$ cat src/design/sch_pkg.sv
// ============================================================================
// sch_pkg: shared widths and types for the sphere/capsule hit test
// Widths follow from the coordinate width. The pipeline control group
// travels between the stage controller and the datapath as one struct.
// ============================================================================
package sch_pkg;

  // Coordinate and derived widths
  localparam int COORD_WIDTH = 16;
  localparam int CW   = COORD_WIDTH;
  localparam int RADW = CW - 1;        // radius field
  localparam int DW   = CW + 1;        // coordinate difference, signed
  localparam int PW   = 2 * DW;        // product of two differences, signed
  localparam int DOTW = 2 * DW + 2;    // three-term dot product, signed
  localparam int LENW = 2 * CW + 2;    // sum of three squares, unsigned
  localparam int R2W  = 2 * CW;        // squared radius sum
  localparam int CMW  = 2 * CW + 1;    // cross product component magnitude
  localparam int RPW  = 2 * CW + 1;    // partial product of r2 * len2
  localparam int SQW  = 4 * CW + 2;    // squared cross component
  localparam int X2W  = 4 * CW + 4;    // squared cross product length
  localparam int RLW  = 4 * CW + 2;    // r2 * len2

  // Pipeline depth
  localparam int NSTG = 8;

  // Stage control group
  typedef struct packed {
    logic [NSTG-1:0] en;
    logic [NSTG-1:0] vld;
    logic            in_ready;
  } pipe_ctl_t;

  // Signed product of two coordinate differences
  function automatic logic signed [PW-1:0] smul(logic signed [DW-1:0] a,
                                                logic signed [DW-1:0] b);
    logic signed [PW-1:0] ae;
    logic signed [PW-1:0] be;
    ae = PW'(a);
    be = PW'(b);
    return ae * be;
  endfunction

endpackage

$ cat src/design/sch_pipe_ctrl.sv
// ============================================================================
// sch_pipe_ctrl: stage valid tracking and per-stage load enables
// A stage loads when it is empty or its successor loads, so bubbles
// collapse and a stalled result never blocks beats upstream of a bubble.
// ============================================================================
module sch_pipe_ctrl (
  input  logic               clk,
  input  logic               rst_n,
  input  logic               in_valid,
  input  logic               out_ready,
  output sch_pkg::pipe_ctl_t ctl
);

  logic [sch_pkg::NSTG:0]   rdy;
  logic [sch_pkg::NSTG-1:0] vld_r;
  logic [sch_pkg::NSTG-1:0] vld_nxt;

  // Propagate ready from the output back to the input
  always_comb begin
    rdy[sch_pkg::NSTG] = out_ready;
    for (int k = sch_pkg::NSTG - 1; k >= 0; k--) begin
      rdy[k] = !vld_r[k] || rdy[k+1];
    end
  end

  // Advance valid bits on each enabled stage
  always_comb begin
    vld_nxt[0] = rdy[0] ? in_valid : vld_r[0];
    for (int k = 1; k < sch_pkg::NSTG; k++) begin
      vld_nxt[k] = rdy[k] ? vld_r[k-1] : vld_r[k];
    end
  end

  always_ff @(posedge clk) begin
    if (!rst_n) begin
      vld_r <= '0;
    end else begin
      vld_r <= vld_nxt;
    end
  end

  assign ctl.en       = rdy[sch_pkg::NSTG-1:0];
  assign ctl.vld      = vld_r;
  assign ctl.in_ready = rdy[0];

endmodule

$ cat config.mk
export PLATFORM = sky130hd
export DESIGN_NAME = sch_pipe_ctrl
export DESIGN_NICKNAME = d
export VERILOG_FILES = /design/src/design/sch_pkg.sv /design/src/design/sch_pipe_ctrl.sv
export SDC_FILE = /design/constraint.sdc
export NUM_CORES = 1
export LEC_CHECK = 0
export BUFFER_PORTS_ARGS = -buffer_cell sky130_fd_sc_hd__buf_2
export CAP_MARGIN = 15
export CORE_AREA = 2 2 39 41
export CTS_CLUSTER_DIAMETER = 200
export DETAILED_ROUTE_END_ITERATION = 10
export DIE_AREA = 0 0 41 43
export SLEW_MARGIN = 0
export SYNTH_ARGS = -nofsm -noshare
export SYNTH_HDL_FRONTEND = slang
export SYNTH_SLANG_ARGS = --single-unit
$ cat constraint.sdc
create_clock -name clk -period 3.6 [get_ports clk]
set_clock_uncertainty 0.2 [all_clocks]
set_input_delay 0.54 -clock clk [delete_from_list [all_inputs] [get_ports clk]]
set_output_delay 0.54 -clock clk [all_outputs]
set_load 0.005 [all_outputs]
==> impl_table.tex, run 1 <==
\begin{tabular}{lr}
\hline
Metric & Value \\
\hline
\multicolumn{2}{l}{\textbf{Outcome}} \\
\quad Status & completed \\
\multicolumn{2}{l}{\textbf{Setup path}} \\
\quad Required time reported for the critical path endpoint & 2.86 ns \\
\quad Worst path arrival time & 1.43 ns \\
\quad Capture point of the worst reg-to-reg path & vld\_r[1] \\
\quad Crit Reg-Reg Startpoint & vld\_r[6] \\
\quad Worst Path Max Fanout & 4 \\
\quad Minimum setup slack among reg-to-reg paths & between 2 and 2.5 ns \\
\quad Capturing element type of the critical path & output port \\
\quad Critical Path Start Type & input pin \\
\quad R2R depth & 4 \\
\quad Worst setup path class & input pin to output port \\
\multicolumn{2}{l}{\textbf{Timing}} \\
\quad Maximum operating frequency & 0.4612 GHz \\
\quad Part of the cycle the worst path needs & between 60\% and 70\% \\
\quad Crit path setup slack, layout & 1.432 ns \\
\quad Pins Over Slew Limit & 0 \\
\quad Sum of negative setup slack & 0 ns \\
\quad Hold slack final & approximately 0.29 ns \\
\quad Setup violators final & 0 \\
\quad Final period demand of the worst path & between 2 and 2.5 ns \\
\quad RSZ-0062 raised after global routing & false \\
\quad Worst max-slew margin expressed relative to the limit & 87.61\% \\
\quad Transition time at the pin with the least slew margin & roughly 0.18 ns \\
\quad Final Hold Viols & 0 \\
\multicolumn{2}{l}{\textbf{Die}} \\
\quad Height of the die & $\sim$43 µm \\
\quad Width of the die & 41 µm \\
\quad Die outline area & 0.001763 mm² \\
\quad Core region area & between 0.001 and 0.0015 mm² \\
\quad Std cell rows & 14 \\
\quad I/O pin count & 21 \\
\quad Initial Utilization & 24.32\% \\
\multicolumn{2}{l}{\textbf{Logic synthesis}} \\
\quad Sequential area share after synthesis & 47.58\% \\
\quad Cell type with the highest aggregate area in the netlist & sky130\_fd\_sc\_hd\_\_dfxtp\_1 \\
\quad Number of library cell types mapped by synthesis & 18 \\
\quad Top post-synthesis cells by area & sky130\_fd\_sc\_hd\_\_dfxtp\_1 (48\%), sky130\_fd\_sc\_hd\_\_o21a\_1 (11\%), sky130\_fd\_sc\_hd\_\_inv\_1 (4.5\%) \\
\quad Cell area after technology mapping & $\sim$340 µm² \\
\quad YS warnings & 0 \\
\quad Gate count of the mapped netlist & 37 \\
\quad Synthesized Nets & 41 \\
\quad Seq cells post-synth & 8 \\
\quad Average size of a mapped cell & roughly 9 µm² \\
\quad Share of the synthesized area in the top cell type & between 40 and 50\% \\
\multicolumn{2}{l}{\textbf{Flow run}} \\
\quad Max capacitance violation total & 0 \\
\multicolumn{2}{l}{\textbf{Route}} \\
\quad Iteration-0 DRC Markers & 4 \\
\quad Antenna violation net count after detailed routing & 0 \\
\quad Vias per Instance & $\sim$4.4 \\
\quad Number of vias in the routed layout & approximately 330 \\
\quad Count of unresolved DRC violations after routing & 0 \\
\quad Total detailed-routing wirelength & between 600 and 700 µm \\
\quad Post-DR wirelength/cell & about 9.4 µm \\
\quad Detailed-routing iteration count for the pre-antenna-repair pass & 3 \\
\multicolumn{2}{l}{\textbf{Cells and area}} \\
\quad Area growth, synth to finish & 39.03\% \\
\quad Fraction of final layout cells with drive strength greater than 1 & $\sim$52\% \\
\quad Number of diodes & 0 \\
\quad Nets & 64 \\
\quad Largest register by flop count & vld\_r \\
\quad Biggest regs & vld\_r (8) \\
\quad Layout Cell Area excl Fill & roughly 470 µm² \\
\quad Count of fill cells added during filler insertion & around 160 \\
\quad Flip-flop count of the largest register after layout & 8 \\
\quad Area taken by multi-input logic gates & 142.6 µm² \\
\quad Total area of sequential cells & between 150 and 200 µm² \\
\quad Fraction of the core area covered by cells at the end of the flow & about a third \\
\multicolumn{2}{l}{\textbf{Clock tree}} \\
\quad Clock-pin slew reported for the worst setup and hold paths after clock tree synthesis & approximately 0.05 ns \\
\quad Longest Clk Path Bufs & 2 \\
\quad Number of buffers inserted by hold repair at cts & 0 \\
\quad Total clock buffers created by CTS & 3 \\
\quad CTS tree & done \\
\quad CTS HTree Levels & 1 \\
\quad Post-CTS setup buffers & 0 \\
\quad Clock sinks & 8 \\
\quad Resized cells post-CTS & 0 \\
\quad Later-pin clock latency in the skew report & roughly 0.25 ns \\
\quad Clock root cell & sky130\_fd\_sc\_hd\_\_clkbuf\_4 \\
\multicolumn{2}{l}{\textbf{Placed design}} \\
\quad Pre-CTS setup slack & around 1.4 ns \\
\quad HPWL Detailed & between 500 and 600 µm \\
\quad RePlAce Congestion & 0.6502 \\
\quad Port Buffers & 20 \\
\quad Total cell area at the placement stage & 445.4 µm² \\
\multicolumn{2}{l}{\textbf{Pwr}} \\
\quad Leakage component of the power & 0.1989 nW \\
\quad Maximum resistive drop on vdd & a little under 0.1 mV \\
\quad Power density over cell area & 358.6 mW/mm² \\
\multicolumn{2}{l}{\textbf{Worst hold path}} \\
\quad Worst hold path type & flop to flop \\
\quad Hold Path Sink & vld\_r[3] \\
\quad Number of cells traversed by the worst hold path & 2 \\
\quad Startpoint of the worst hold path & vld\_r[2] \\
\multicolumn{2}{l}{\textbf{Global routing}} \\
\quad First-pass GRT wire length & around 1 mm \\
\quad Maximum number of pins on one net before global-route repair & 11 \\
\quad Via count of the first global-routing pass & roughly 260 \\
\quad Total congestion overflow & 0 \\
\quad Antenna violations before repair & 0 \\
\quad GRT Util Overall & 8.534\% \\
\hline
\end{tabular}
==> critical path, cell delays in order <==
cell and delay, ns:
sky130_fd_sc_hd__buf_2 0.10, sky130_fd_sc_hd__and4b_4 0.33, sky130_fd_sc_hd__inv_2 0.05, sky130_fd_sc_hd__nor2_2 0.17
sky130_fd_sc_hd__nand3_1 0.10, sky130_fd_sc_hd__buf_2 0.13
==> power breakdown <==
group          total, mW  internal (mW)  switching, mW
registers         0.0921         0.0904        0.00167
clock network     0.0682         0.0381         0.0301
logic            0.00755        0.00417        0.00338
total              0.168          0.133         0.0351
==> layer usage <==
| layer | vias to the layer above | track usage (%) | part of all wire (%) |
|---|---|---|---|
| li1 | 163 | - | - |
| met1 | 148 | 7.395 | 38 |
| met2 | 12 | 14.69 | 50 |
| met3 | 2 | 1.571 | 9.0 |
| met4 | 0 | 8.000 | 2.0 |
| met5 | - | 0 | 0 |
==> kinds of logic (layout without fill, tap and decap cells) <==
logic type	count (synthesis)	count (layout)	synth area share (%)
flip-flops	8	8	47.58
buffers and inverters	8	29	10.04
AO/OA/AOI/OAI	8	8	17.84
AND/OR/NAND/NOR	13	13	24.54
==> final cells by class <==
cell class / instances / share of cell area [%]
Timing Repair Buffer: 20 / 21.39
Clock buffer: 3 / 4.813
Inverter: 6 / 4.813
Multi-Input combinational cell: 21 / 30.48
Sequential cell: 8 / 34.22
Tap cell: 16 / 4.278
==> metrics by stage <==
stage	cells	power, mW
final	74	0.1678
after global routing	74	0.1732
after CTS	74	0.1703
after detailed placement	71	0.1016
after global placement	71	0.1015
after floorplan	37	0.09766
==> cell usage in the layout (no fill, tap or decap), drive strengths merged <==
master / count
a21oi: 1
a22o: 1
and2: 1
and2b: 1
and3: 1
and4b: 1
buf: 20
clkbuf: 3
dfxtp: 8
inv: 6
nand2: 4
nand3: 2
nor2: 1
nor2b: 1
nor3: 1
o21a: 5
o21ai: 1
==> synthesized netlist by cell type <==
cell type / number
sky130_fd_sc_hd__dfxtp_1: 8
sky130_fd_sc_hd__o21a_1: 5
sky130_fd_sc_hd__inv_1: 4
sky130_fd_sc_hd__nand2_1: 4
sky130_fd_sc_hd__inv_2: 2
sky130_fd_sc_hd__nand3_1: 2
sky130_fd_sc_hd__a21oi_1: 1
sky130_fd_sc_hd__a22o_1: 1
sky130_fd_sc_hd__and2_2: 1
sky130_fd_sc_hd__and2b_1: 1
sky130_fd_sc_hd__and3_1: 1
sky130_fd_sc_hd__and4b_4: 1
sky130_fd_sc_hd__buf_4: 1
sky130_fd_sc_hd__clkbuf_1: 1
sky130_fd_sc_hd__nor2_2: 1
sky130_fd_sc_hd__nor2b_1: 1
sky130_fd_sc_hd__nor3_2: 1
sky130_fd_sc_hd__o21ai_2: 1
==> how the worst max path moves through the flow <==
stage	start	to
floorplan	out_ready	ctl[9]
global placement	out_ready	ctl[0]
detailed placement	out_ready	ctl[9]
CTS	out_ready	ctl[0]
global route	out_ready	ctl[9]
finish	out_ready	ctl[0]
(Power assumes the default switching activity.)
==> run 2: changes to the inputs <==
- clock period: 3.6 -> 1.86 ns (I/O delays scaled with it)
==> impl_table.tex, run 2 (synthesized netlist as in run 1, its figures left out) <==
\begin{tabular}{lr}
\hline
Metric & Value \\
\hline
\multicolumn{2}{l}{\textbf{Die}} \\
\quad Std cell rows & 14 (unchanged) \\
\quad Die outline area & 0.001763 mm² (unchanged) \\
\quad I/O pin count & 21 (unchanged) \\
\quad Core region area & 0.001384 mm² (unchanged) \\
\quad Initial Utilization & 24.32\% (unchanged) \\
\quad Width of the die & 41 µm (unchanged) \\
\quad Height of the die & 43 µm (unchanged) \\
\multicolumn{2}{l}{\textbf{Route}} \\
\quad Antenna violation net count after detailed routing & 0 (unchanged) \\
\quad Routed met3 length & 45 µm (-29\%) \\
\quad Uppermost layer routed & met3 \\
\quad Count of unresolved DRC violations after routing & 0 (unchanged) \\
\quad Iteration-0 DRC Markers & 3 (-1) \\
\quad Vias per Instance & 4.216 (-4.0\%) \\
\quad Number of vias in the routed layout & 312 (-4.0\%) \\
\quad Post-DR wirelength/cell & 9.324 µm (-1.0\%) \\
\quad Met2 WL post-DR & 363 µm (+3.7\%) \\
\quad M1 wire length & 281 µm (+4.9\%) \\
\quad Total detailed-routing wirelength & 690 µm (-1.0\%) \\
\quad Detailed-routing iteration count for the pre-antenna-repair pass & 4 (+1) \\
\multicolumn{2}{l}{\textbf{Clock tree}} \\
\quad CTS HTree Levels & 1 (unchanged) \\
\quad CTS tree & done \\
\quad Number of buffers inserted by hold repair at cts & 0 (unchanged) \\
\quad Total clock buffers created by CTS & 3 (unchanged) \\
\quad Resized cells post-CTS & 1 (+1) \\
\quad Clock-pin slew reported for the worst setup and hold paths after clock tree synthesis & 0.06 ns (about the same) \\
\quad Later-pin clock latency in the skew report & 0.25 ns (about the same) \\
\quad Post-CTS setup buffers & 0 (unchanged) \\
\quad Clock sinks & 8 (unchanged) \\
\quad Clock root cell & sky130\_fd\_sc\_hd\_\_clkbuf\_4 \\
\quad Longest Clk Path Bufs & 2 (unchanged) \\
\multicolumn{2}{l}{\textbf{Pwr}} \\
\quad Clock network fraction of total power & 40.3\% (-0.3 points) \\
\quad Internal power contribution & 0.2553 mW (+92\%) \\
\quad Proportion of power drawn by combinational gates & 4.5\% (about the same) \\
\quad Leakage component of the power & 0.1999 nW (+0.50\%) \\
\quad Power after layout & 0.3205 mW (+91\%) \\
\quad Maximum resistive drop on vdd & 0.2439 mV (+150\%) \\
\quad Switching part of the total & 20.34\% (-0.58 points) \\
\quad Power density over cell area & 672.3 mW/mm² (+87\%) \\
\quad Switching power & 0.06520 mW (+86\%) \\
\quad Seq pwr share & 55.2\% (+0.3 points) \\
\multicolumn{2}{l}{\textbf{Global routing}} \\
\quad Via count of the first global-routing pass & 237 (-10\%) \\
\quad First-pass GRT wire length & 1.000 mm (unchanged) \\
\quad GRT Util Overall & 8.241\% (-0.29 points) \\
\quad Total congestion overflow & 0 (unchanged) \\
\quad Maximum number of pins on one net before global-route repair & 11 (unchanged) \\
\quad Antenna violations before repair & 0 (unchanged) \\
\multicolumn{2}{l}{\textbf{Placed design}} \\
\quad Number of placed instances, taps included & 71 (unchanged) \\
\quad Port Buffers & 20 (unchanged) \\
\quad HPWL Detailed & 554.5 µm (-4.3\%) \\
\quad RePlAce Congestion & 0.6372 (-2.0\%) \\
\quad Total cell area at the placement stage & 445.4 µm² (unchanged) \\
\multicolumn{2}{l}{\textbf{Worst hold path}} \\
\quad Number of cells traversed by the worst hold path & 2 (unchanged) \\
\quad Worst hold path type & input pin to flop \\
\quad Startpoint of the worst hold path & in\_valid \\
\quad Hold Path Sink & vld\_r[0] \\
\multicolumn{2}{l}{\textbf{Outcome}} \\
\quad Status & completed \\
\multicolumn{2}{l}{\textbf{Setup path}} \\
\quad Worst Path Max Fanout & 5 (+1) \\
\quad Worst path arrival time & 1.29 ns (-0.14 ns) \\
\quad Capture point of the worst reg-to-reg path & vld\_r[1] \\
\quad Required time reported for the critical path endpoint & 1.38 ns (-1.48 ns) \\
\quad Capturing element type of the critical path & output port \\
\quad R2R depth & 4 (unchanged) \\
\quad Worst setup path class & flop to output port \\
\quad Crit Reg-Reg Startpoint & vld\_r[6] \\
\quad Critical Path Start Type & flop \\
\quad Minimum setup slack among reg-to-reg paths & 0.62 ns (-1.71 ns) \\
\multicolumn{2}{l}{\textbf{Timing}} \\
\quad Final Hold Viols & 0 (unchanged) \\
\quad Transition time at the pin with the least slew margin & 0.1818 ns (-0.003027 ns) \\
\quad Part of the cycle the worst path needs & 95.34\% \\
\quad Worst max-slew margin expressed relative to the limit & 87.85\% (+0.24 points) \\
\quad Pins Over Slew Limit & 0 (unchanged) \\
\quad Final period demand of the worst path & 1.773 ns \\
\quad Setup violators final & 0 (unchanged) \\
\quad Sum of negative setup slack & 0 ns (unchanged) \\
\quad Maximum operating frequency & 0.5639 GHz \\
\multicolumn{2}{l}{\textbf{Cells and area}} \\
\quad Flip-flop count of the largest register after layout & 8 (unchanged) \\
\quad Most used cells in the layout excluding fill and tap cells & sky130\_fd\_sc\_hd\_\_buf\_2 (20), sky130\_fd\_sc\_hd\_\_dfxtp\_1 (7), sky130\_fd\_sc\_hd\_\_o21a\_1 (5), sky130\_fd\_sc\_hd\_\_inv\_1 (4), sky130\_fd\_sc\_hd\_\_nand2\_1 (4) \\
\quad Most common cell after layout, fill and taps aside & sky130\_fd\_sc\_hd\_\_buf\_2 \\
\quad Biggest regs & vld\_r (8) \\
\quad Non-Filler Instances & 74 (unchanged) \\
\quad Area growth, synth to finish & 41.64\% \\
\quad Number of diodes & 0 (unchanged) \\
\quad Nets & 64 (unchanged) \\
\quad Largest register by flop count & vld\_r \\
\quad Fraction of final layout cells with drive strength greater than 1 & 53.45\% (+1.7 points) \\
\quad Layout Cell Area excl Fill & 476.7 µm² (+1.9\%) \\
\multicolumn{2}{l}{\textbf{Flow run}} \\
\quad Max capacitance violation total & 0 (unchanged) \\
\hline
\end{tabular}
-- run 2: cell types whose count changed in the layout (fill, tap and decap cells not counted) --
cell / previous run / this run
sky130_fd_sc_hd__nor2_2: 1 / 0
sky130_fd_sc_hd__dfxtp_1: 8 / 7
sky130_fd_sc_hd__nor2_4: 0 / 1
sky130_fd_sc_hd__dfxtp_4: 0 / 1
-- run 2: worst max path at each step --
stage	end	start	depth (start not counted)	slack, ns
floorplan	ctl[9]	vld_r[6]	5	0.29
global placement	ctl[0]	out_ready	6	0.21
detailed placement	ctl[9]	out_ready	6	0.20
CTS	ctl[9]	vld_r[6]	5	0.03
global route	ctl[9]	vld_r[6]	5	-0.004
finish	ctl[9]	vld_r[6]	5	0.09
-- run 2: power groups by stage --
stage	logic (mW)	clock network, mW	registers (mW)
3_5_place_dp	0.0147	0	0.182
4_1_cts	0.0148	0.133	0.178
6_report	0.0145	0.129	0.177
2_1_floorplan	0.00721	0	0.182
3_3_place_gp	0.0145	0	0.182
5_1_grt	0.0158	0.147	0.178
-- run 2: layer usage --
layer / up-vias / global-route usage, %
li1: 164 / -
met3: 0 / 4.712
met2: 10 / 13.44
met1: 138 / 8.710
met5: - / 0
met4: 0 / 2.000
-- run 2: final cells by class --
cell class	count	area, µm²
multi-input combinational	21	147.6
timing repair buffer	20	100.1
clock buffer	3	22.52
sequential	8	163.9
tap	16	20.02
inverter	6	22.52
fill	152	907.1
-- run 2: worst max-delay path: stages (launching register included) --
cell and delay (ns):
sky130_fd_sc_hd__dfxtp_4 0.36, sky130_fd_sc_hd__and4b_4 0.25, sky130_fd_sc_hd__inv_2 0.06, sky130_fd_sc_hd__nor2_4 0.14, sky130_fd_sc_hd__nand3_1 0.10, sky130_fd_sc_hd__buf_2 0.14
-- run 2: stage by stage --
stage               setup WS [ns]  hold slack [ns]  utilization, %
CTS                       0.03084          0.06019           33.91
detailed placement         0.2050           0.2735           32.19
floorplan                  0.2854           0.2119               -
global route            -0.003910          0.04616           34.45
global placement           0.2144           0.2676           32.19
finish                    0.08671          0.05600           34.45
